===== config.mk =====
export PLATFORM = sky130hd
export DESIGN_NAME = positional_array_list
export DESIGN_NICKNAME = d
export VERILOG_FILES = /design/src/hdl/pal_pkg.sv /design/src/hdl/pal_ctrl.sv /design/src/hdl/pal_datapath.sv /design/src/hdl/positional_array_list.sv
export SDC_FILE = /design/constraint.sdc
export NUM_CORES = 1
export LEC_CHECK = 0
export BUFFER_PORTS_ARGS = -buffer_cell sky130_fd_sc_hd__buf_2
export CAP_MARGIN = 20
export CORE_AREA = 2 2 239 241
export CTS_CLUSTER_SIZE = 10
export DETAILED_ROUTE_END_ITERATION = 16
export DIE_AREA = 0 0 241 243
export PLACE_DENSITY = 0.55
export SYNTH_ARGS = -nofsm -noshare
export SYNTH_HDL_FRONTEND = slang
export SYNTH_HIERARCHICAL = 1
export SYNTH_SLANG_ARGS = --single-unit

===== constraint.sdc =====
create_clock -name clk_i -period 8.6 [get_ports clk_i]
set_clock_uncertainty 0.15 [all_clocks]
set_input_delay 1.72 -clock clk_i [delete_from_list [all_inputs] [get_ports clk_i]]
set_output_delay 1.72 -clock clk_i [all_outputs]
set_load 0.01 [all_outputs]

===== src/hdl/pal_pkg.sv =====
// Shared constants, codes and types for the positional array list.
package pal_pkg;

  // List geometry.
  localparam int unsigned Capacity = 8;
  localparam int unsigned IdxW     = $clog2(Capacity);
  localparam int unsigned CountW   = $clog2(Capacity + 1);
  localparam int unsigned ValueW   = 32;
  localparam int unsigned PosW     = 4;
  localparam int unsigned KindW    = 3;
  localparam int unsigned StatusW  = 2;

  // Stream payload widths, padded to whole bytes.
  localparam int unsigned InDataW  = ((ValueW + PosW + 7) / 8) * 8;
  localparam int unsigned OutDataW = ((ValueW + StatusW + CountW + 7) / 8) * 8;

  // Operation requested by a transaction.
  localparam logic [KindW-1:0] KindInsFront = 3'd0;
  localparam logic [KindW-1:0] KindInsEnd   = 3'd1;
  localparam logic [KindW-1:0] KindInsPos   = 3'd2;
  localparam logic [KindW-1:0] KindRemFront = 3'd3;
  localparam logic [KindW-1:0] KindRemEnd   = 3'd4;
  localparam logic [KindW-1:0] KindRemPos   = 3'd5;

  // Result status codes.
  localparam logic [StatusW-1:0] StatusOk     = 2'd0;
  localparam logic [StatusW-1:0] StatusFull   = 2'd1;
  localparam logic [StatusW-1:0] StatusEmpty  = 2'd2;
  localparam logic [StatusW-1:0] StatusBadPos = 2'd3;

  // Commands from the controller to the datapath.
  typedef struct packed {
    logic capture;  // register the incoming transaction
    logic execute;  // apply the operation and load the result
  } cmd_t;

endpackage


===== src/hdl/pal_ctrl.sv =====
// Controller: sequences capture and execution and owns the result handshake.
module pal_ctrl (
  input  logic          clk_i,
  input  logic          rst_ni,
  input  logic          in_valid_i,
  output logic          in_ready_o,
  output logic          out_valid_o,
  input  logic          out_ready_i,
  output pal_pkg::cmd_t cmd_o
);

  typedef enum logic {
    StIdle,
    StExec
  } state_e;

  state_e state_q, state_d;
  logic   out_valid_q, out_valid_d;
  logic   accept;
  logic   res_free;

  // A new transaction is taken whenever the capture register is idle.
  assign in_ready_o  = (state_q == StIdle);
  assign accept      = in_valid_i && in_ready_o;
  assign out_valid_o = out_valid_q;

  // Execution waits until the result register is free or being emptied.
  assign res_free = !out_valid_q || out_ready_i;

  assign cmd_o.capture = accept;
  assign cmd_o.execute = (state_q == StExec) && res_free;

  // Next state and result valid.
  always_comb begin
    state_d     = state_q;
    out_valid_d = out_valid_q;
    if (out_valid_q && out_ready_i) begin
      out_valid_d = 1'b0;
    end
    unique case (state_q)
      StIdle: begin
        if (accept) begin
          state_d = StExec;
        end
      end
      StExec: begin
        if (res_free) begin
          state_d     = StIdle;
          out_valid_d = 1'b1;
        end
      end
      default: begin
        state_d = StIdle;
      end
    endcase
  end

  // State and registered outputs.
  always_ff @(posedge clk_i or negedge rst_ni) begin
    if (!rst_ni) begin
      state_q     <= StIdle;
      out_valid_q <= 1'b0;
    end else begin
      state_q     <= state_d;
      out_valid_q <= out_valid_d;
    end
  end

endmodule


===== src/hdl/pal_datapath.sv =====
// Datapath: entry registers, count, operation decode and result register.
module pal_datapath (
  input  logic                                clk_i,
  input  logic                                rst_ni,
  input  pal_pkg::cmd_t                       cmd_i,
  input  logic        [pal_pkg::KindW-1:0]    kind_i,
  input  logic signed [pal_pkg::ValueW-1:0]   value_i,
  input  logic        [pal_pkg::PosW-1:0]     position_i,
  output logic signed [pal_pkg::ValueW-1:0]   removed_value_o,
  output logic        [pal_pkg::StatusW-1:0]  status_o,
  output logic        [pal_pkg::CountW-1:0]   entry_count_o
);

  // Captured transaction.
  logic        [pal_pkg::KindW-1:0]   kind_q;
  logic signed [pal_pkg::ValueW-1:0]  value_q;
  logic        [pal_pkg::PosW-1:0]    position_q;

  // List state.
  logic signed [pal_pkg::ValueW-1:0]  entries_q [pal_pkg::Capacity];
  logic signed [pal_pkg::ValueW-1:0]  entries_d [pal_pkg::Capacity];
  logic        [pal_pkg::CountW-1:0]  count_q, count_d;

  // Result register.
  logic signed [pal_pkg::ValueW-1:0]  removed_q, removed_d;
  logic        [pal_pkg::StatusW-1:0] status_q, status_d;
  logic        [pal_pkg::CountW-1:0]  res_count_q;

  // Decoded operation.
  logic                               full, empty, do_ins, do_rem;
  logic        [pal_pkg::PosW-1:0]    count_ext;
  logic        [pal_pkg::IdxW-1:0]    tgt;

  assign full      = (count_q == pal_pkg::CountW'(pal_pkg::Capacity));
  assign empty     = (count_q == '0);
  assign count_ext = pal_pkg::PosW'(count_q);

  // Validate the request and choose the target slot.
  always_comb begin
    do_ins   = 1'b0;
    do_rem   = 1'b0;
    tgt      = '0;
    status_d = pal_pkg::StatusOk;
    unique case (kind_q)
      pal_pkg::KindInsFront, pal_pkg::KindInsEnd, pal_pkg::KindInsPos: begin
        if (full) begin
          status_d = pal_pkg::StatusFull;
        end else if (kind_q == pal_pkg::KindInsFront) begin
          do_ins = 1'b1;
        end else if (kind_q == pal_pkg::KindInsEnd) begin
          do_ins = 1'b1;
          tgt    = count_q[pal_pkg::IdxW-1:0];
        end else if (position_q > count_ext) begin
          status_d = pal_pkg::StatusBadPos;
        end else begin
          do_ins = 1'b1;
          tgt    = position_q[pal_pkg::IdxW-1:0];
        end
      end
      pal_pkg::KindRemFront, pal_pkg::KindRemEnd, pal_pkg::KindRemPos: begin
        if (empty) begin
          status_d = pal_pkg::StatusEmpty;
        end else if (kind_q == pal_pkg::KindRemFront) begin
          do_rem = 1'b1;
        end else if (kind_q == pal_pkg::KindRemEnd) begin
          do_rem = 1'b1;
          tgt    = pal_pkg::IdxW'(count_q - 1'b1);
        end else if (position_q >= count_ext) begin
          status_d = pal_pkg::StatusBadPos;
        end else begin
          do_rem = 1'b1;
          tgt    = position_q[pal_pkg::IdxW-1:0];
        end
      end
      default: begin
        // Unknown operations leave the list alone and report success.
      end
    endcase
  end

  // Each slot independently holds, shifts or loads.
  always_comb begin
    for (int i = 0; i < pal_pkg::Capacity; i++) begin
      entries_d[i] = entries_q[i];
      if (do_ins) begin
        if (pal_pkg::IdxW'(i) == tgt) begin
          entries_d[i] = value_q;
        end else if ((i > 0) && (pal_pkg::IdxW'(i) > tgt)) begin
          entries_d[i] = entries_q[pal_pkg::IdxW'(i - 1)];
        end
      end else if (do_rem) begin
        if ((i < pal_pkg::Capacity - 1) && (pal_pkg::IdxW'(i) >= tgt)) begin
          entries_d[i] = entries_q[pal_pkg::IdxW'(i + 1)];
        end
      end
    end
  end

  // Count update and removed entry.
  always_comb begin
    count_d   = count_q;
    removed_d = '0;
    if (do_ins) begin
      count_d = count_q + 1'b1;
    end else if (do_rem) begin
      count_d   = count_q - 1'b1;
      removed_d = entries_q[tgt];
    end
  end

  // Control state: the entry count.
  always_ff @(posedge clk_i or negedge rst_ni) begin
    if (!rst_ni) begin
      count_q <= '0;
    end else if (cmd_i.execute) begin
      count_q <= count_d;
    end
  end

  // Payload registers: transaction capture, entries and result.
  always_ff @(posedge clk_i) begin
    if (cmd_i.capture) begin
      kind_q     <= kind_i;
      value_q    <= value_i;
      position_q <= position_i;
    end
    if (cmd_i.execute) begin
      entries_q   <= entries_d;
      removed_q   <= removed_d;
      status_q    <= status_d;
      res_count_q <= count_d;
    end
  end

  assign removed_value_o = removed_q;
  assign status_o        = status_q;
  assign entry_count_o   = res_count_q;

endmodule


===== src/hdl/positional_array_list.sv =====
// Top level of the positional array list: a bounded ordered list with shifting slots.
// Each transaction is captured, then executed into the result register; a waiting result
// holds execution, and one more transaction is captured behind it. No new transaction is
// taken until the previous one has executed (controller capture/execute sequence).
// Reset: asynchronous, active low; clears the entry count and the handshake state.
// Entry contents are not cleared and are only read below the count.
module positional_array_list (
  input  logic                          clk_i,
  input  logic                          rst_ni,
  input  logic                          s_axis_tvalid,
  output logic                          s_axis_tready,
  // value [31:0], position [35:32], zero padding above
  input  logic [pal_pkg::InDataW-1:0]   s_axis_tdata,
  // kind [2:0]
  input  logic [pal_pkg::KindW-1:0]     s_axis_tuser,
  output logic                          m_axis_tvalid,
  input  logic                          m_axis_tready,
  // removed_value [31:0], status [33:32], entry_count [37:34], zero padding above
  output logic [pal_pkg::OutDataW-1:0]  m_axis_tdata
);

  pal_pkg::cmd_t                        cmd;
  logic signed [pal_pkg::ValueW-1:0]    removed_value;
  logic        [pal_pkg::StatusW-1:0]   status;
  logic        [pal_pkg::CountW-1:0]    entry_count;

  pal_ctrl u_ctrl (
    .clk_i       (clk_i),
    .rst_ni      (rst_ni),
    .in_valid_i  (s_axis_tvalid),
    .in_ready_o  (s_axis_tready),
    .out_valid_o (m_axis_tvalid),
    .out_ready_i (m_axis_tready),
    .cmd_o       (cmd)
  );

  pal_datapath u_datapath (
    .clk_i           (clk_i),
    .rst_ni          (rst_ni),
    .cmd_i           (cmd),
    .kind_i          (s_axis_tuser),
    .value_i         (s_axis_tdata[pal_pkg::ValueW-1:0]),
    .position_i      (s_axis_tdata[pal_pkg::ValueW +: pal_pkg::PosW]),
    .removed_value_o (removed_value),
    .status_o        (status),
    .entry_count_o   (entry_count)
  );

  // Pack the result fields.
  assign m_axis_tdata = pal_pkg::OutDataW'({entry_count, status, removed_value});

`ifndef NO_ASSERTIONS
  // A full report always comes with a full list.
  a_full_count : assert property (@(posedge clk_i) disable iff (!rst_ni)
    (m_axis_tvalid && status == pal_pkg::StatusFull)
      |-> (entry_count == pal_pkg::CountW'(pal_pkg::Capacity)))
    else $error("full status with list not full");

  // An empty report always comes with an empty list.
  a_empty_count : assert property (@(posedge clk_i) disable iff (!rst_ni)
    (m_axis_tvalid && status == pal_pkg::StatusEmpty) |-> (entry_count == '0))
    else $error("empty status with entries held");

  // The count never exceeds the capacity.
  a_count_bound : assert property (@(posedge clk_i) disable iff (!rst_ni)
    m_axis_tvalid |-> (entry_count <= pal_pkg::CountW'(pal_pkg::Capacity)))
    else $error("entry count beyond capacity");

  // An accepted transaction blocks the next one while it executes.
  a_busy_after_accept : assert property (@(posedge clk_i) disable iff (!rst_ni)
    (s_axis_tvalid && s_axis_tready) |=> !s_axis_tready)
    else $error("input accepted during execution");
`endif

endmodule


==> impl_metrics.ini <==
[outcome]
status = completed

[synth]
syn-instance-count = 1254
seq_area_frac_synth_pct = 65.3
yosys-top-cells-area = edfxtp_1 64%, nand2_1 9.1%, mux2i_1 5.9%
synth_seq_cells = 339
postSynthAreaPerCell_um2 = 12.4
synth_enable_flop_cells = 333
synth.distinct_cells = 51
ys.flop_type = edfxtp_1
synth_commonest_cells = 378 x nand2_1, 333 x edfxtp_1, 99 x a21oi_1, 91 x mux2i_1, 65 x mux2_2
yosysWarningCount = 6
yosysTopAreaCell = edfxtp_1
netlist_area_um2 = 15500
synth_top_cell_area_share_pct = 64.4
synth.most_common_cell = nand2_1
asyncSetResetFlopFracSynth_pct = 1.77

[floorplan]
num_io_pins = 89
start_util_pct = 27.8
die_h_um = 243
design.core.area_um2 = 56000
dieArea_um2 = 58600
rows = 87
die_x_um = 241

[critical_path]
critPathTopFamily = simple AND/OR/NAND/NOR gates
setup.worst_path.end_class = flop
cpMostUsedCell = buf_4
required_ns = 8.62
cp_slowest_stage_delay_ns = 0.65
reg2regPathDepth = 10
path_class = reg -> reg
crit_cells = 10
crit_slowest_cell = a31oi_4
crit_chain = inv_1 -> ha_1 -> or3b_1 -> nand4_2 -> o31ai_4 -> a31oi_4 -> nor2_1 -> buf_4 -> nor3_2 -> buf_4
cp.arrival_ns = 4.68
crit_start = u_datapath/count_ext[0]
timing.rr.start = u_datapath/count_ext[0]
startpoint_type = flop
crit_fanout = 26
path_buf_inv = 3

[detailed_routing]
wl_per_cell_um = 19.3
drt-initial-drc-count = 716
wl_um = 40400
via_count = 10000
drcViolationCount = 0
first_pass_iters = 5
drtAntennaViolNets = 0
viasPerCell = 4.80

[global_route]
grt_pass1_vias = 9825
grt.total_usage_pct = 13.7
grt_overflow_total = 0
antenna_found_initial = 1
grt_pass1_wl_um = 60900
grt_max_degree = 104

[pwr]
swShare_pct = 32.4
p_int_mw = 3.59
report.power.total_mw = 5.31
p_switching_mw = 1.72
p_seq_share_pct = 44.5
p_leak_nw = 6.35
peakVddDrop_uv = 168
p_comb_share_pct = 26.8
powerDensity_nw_per_um2 = 297
pwr-share-clk_pct = 28.7

[timing]
finalMaxSlewViolations = 0
period_needed_ns = 4.66
finalHoldViolCount = 0
relSlewSlack_pct = 28.6
fin_tns_setup_ns = 0
setup_violations = 0
fmax_mhz = 215
min_period_over_period_pct = 54.1
tightest_slew_ns = 1.07
rsz0062_at_grt = false

[finish]
finalNetCount = 1380
drive_above_1_share_pct = 18.5
fillers = 5663
synthToLayoutAreaGrowth_pct = 15.1

[clocking]
cts_root_buffer = clkbuf_16
path_clk_slew_ns = 0.06
cts.path.max_buffers = 3
clock-sinks = 339
hold_buffers = 0
insertion_delay_ns = 0.54
h-tree-depth = 2
cts_buffers = 40
cts_resized = 0
cts_tree = yes
post_cts_buffers = 0

[placement]
gp_congestion = 0.778
io_buffers = 82
place.detailed.hpwl_um = 22400

[hold_path]
min_path_type = reg -> reg
min_from = u_datapath/count_ext[3]
hold-path-cell-count = 1

[run]
drv_cap = 0
-- registers in the layout, indices dropped and copies added, names as in the netlist --
register / cells
u_datapath/kind_q: 3
u_datapath/status_o: 2
u_datapath/value_q: 32
u_datapath/count_ext: 4
u_datapath/removed_value_o: 32
u_ctrl/state_q: 1
u_ctrl/out_valid_o: 1
u_datapath/entry_count_o: 4
u_datapath/position_q: 4
u_datapath/entries_q: 256
-- cell usage in the layout (no fill, tap or decap), drive strengths merged, types with 6 or more instances in the layout --
master / instances
nand3: 7
mux2: 65
nand2: 378
a21oi: 99
xnor2: 6
mux2i: 91
nor3: 6
a221o: 9
nor2: 19
nor2b: 7
a32o: 10
inv: 11
o21ai: 69
edfxtp: 333
buf: 107
dfrtp: 6
clkbuf: 49
or4: 23
ha: 6
-- final timing paths --
check                                       endpoint  slack, ns
setup / recovery           u_datapath/entries_q[172]       3.94
setup reg to reg           u_datapath/entries_q[172]       3.94
max in group asynchronous    u_datapath/count_ext[3]       7.29
hold reg to reg              u_datapath/count_ext[3]       0.40
hold / removal               u_datapath/count_ext[3]       0.40
min in group asynchronous    u_datapath/count_ext[1]       0.85
-- stage by stage --
step / hold slack (ns) / util (%) / cells / setup WS [ns] / area, um^2
after global placement: 0.376 / 30.0 / 2041 / 3.54 / 16800
final: 0.397 / 32.0 / 2095 / 3.94 / 17900
after detailed placement: 0.386 / 30.0 / 2041 / 3.51 / 16800
after CTS: 0.397 / 32.0 / 2094 / 3.92 / 17900
after floorplan: 0.324 / - / 1255 / 1.20 / 15500
after global routing: 0.410 / 32.0 / 2094 / 3.74 / 17900
-- per-layer routing --
layer | vias to the layer above | share of wire, % | GRT usage, %
met5 | - | 0 | 0
met4 | 0 | 2.1 | 3.79
met3 | 62 | 5.2 | 2.22
met2 | 264 | 47 | 22.1
met1 | 5025 | 46 | 18.9
li1 | 4695 | - | -
-- power by group through the flow --
| stage | sequential [mW] | combinational (mW) | clock, mW |
|---|---|---|---|
| after global routing | 2.39 | 1.57 | 1.63 |
| after floorplan | 2.37 | 0.992 | 0 |
| final | 2.36 | 1.43 | 1.52 |
| after detailed placement | 2.39 | 1.44 | 0 |
| after global placement | 2.39 | 1.41 | 0 |
| after CTS | 2.36 | 1.44 | 1.57 |
-- layout make-up --
| cell class | count | area [um^2] | area share [%] |
|---|---|---|---|
| flip-flops and latches | 339 | 10100 | 56.8 |
| repair buffers | 107 | 598 | 3.35 |
| multi-input cells | 830 | 5030 | 28.1 |
| well taps | 756 | 946 | 5.29 |
| inverters | 9 | 33.8 | 0.189 |
| clock inverters | 4 | 52.6 | 0.294 |
| clock buffers | 49 | 1070 | 5.96 |
| diodes | 1 | 2.50 | 0.0140 |
-- logic make-up (layout without fill, tap and decap cells) --
group | Yosys count | count (layout) | share of synthesized area [%]
AO/OA/AOI/OAI | 211 | 211 | 8.10
XOR/XNOR | 6 | 6 | 0.338
adder cells (fa/ha/maj) | 6 | 6 | 0.483
buffers and inverters | 86 | 169 | 3.00
flip-flops | 339 | 339 | 65.3
multiplexers | 156 | 156 | 10.6
other | 1 | 3 | 0.0241
AND/OR/NAND/NOR | 449 | 449 | 12.1
Power figures use the tool's default switching activity.
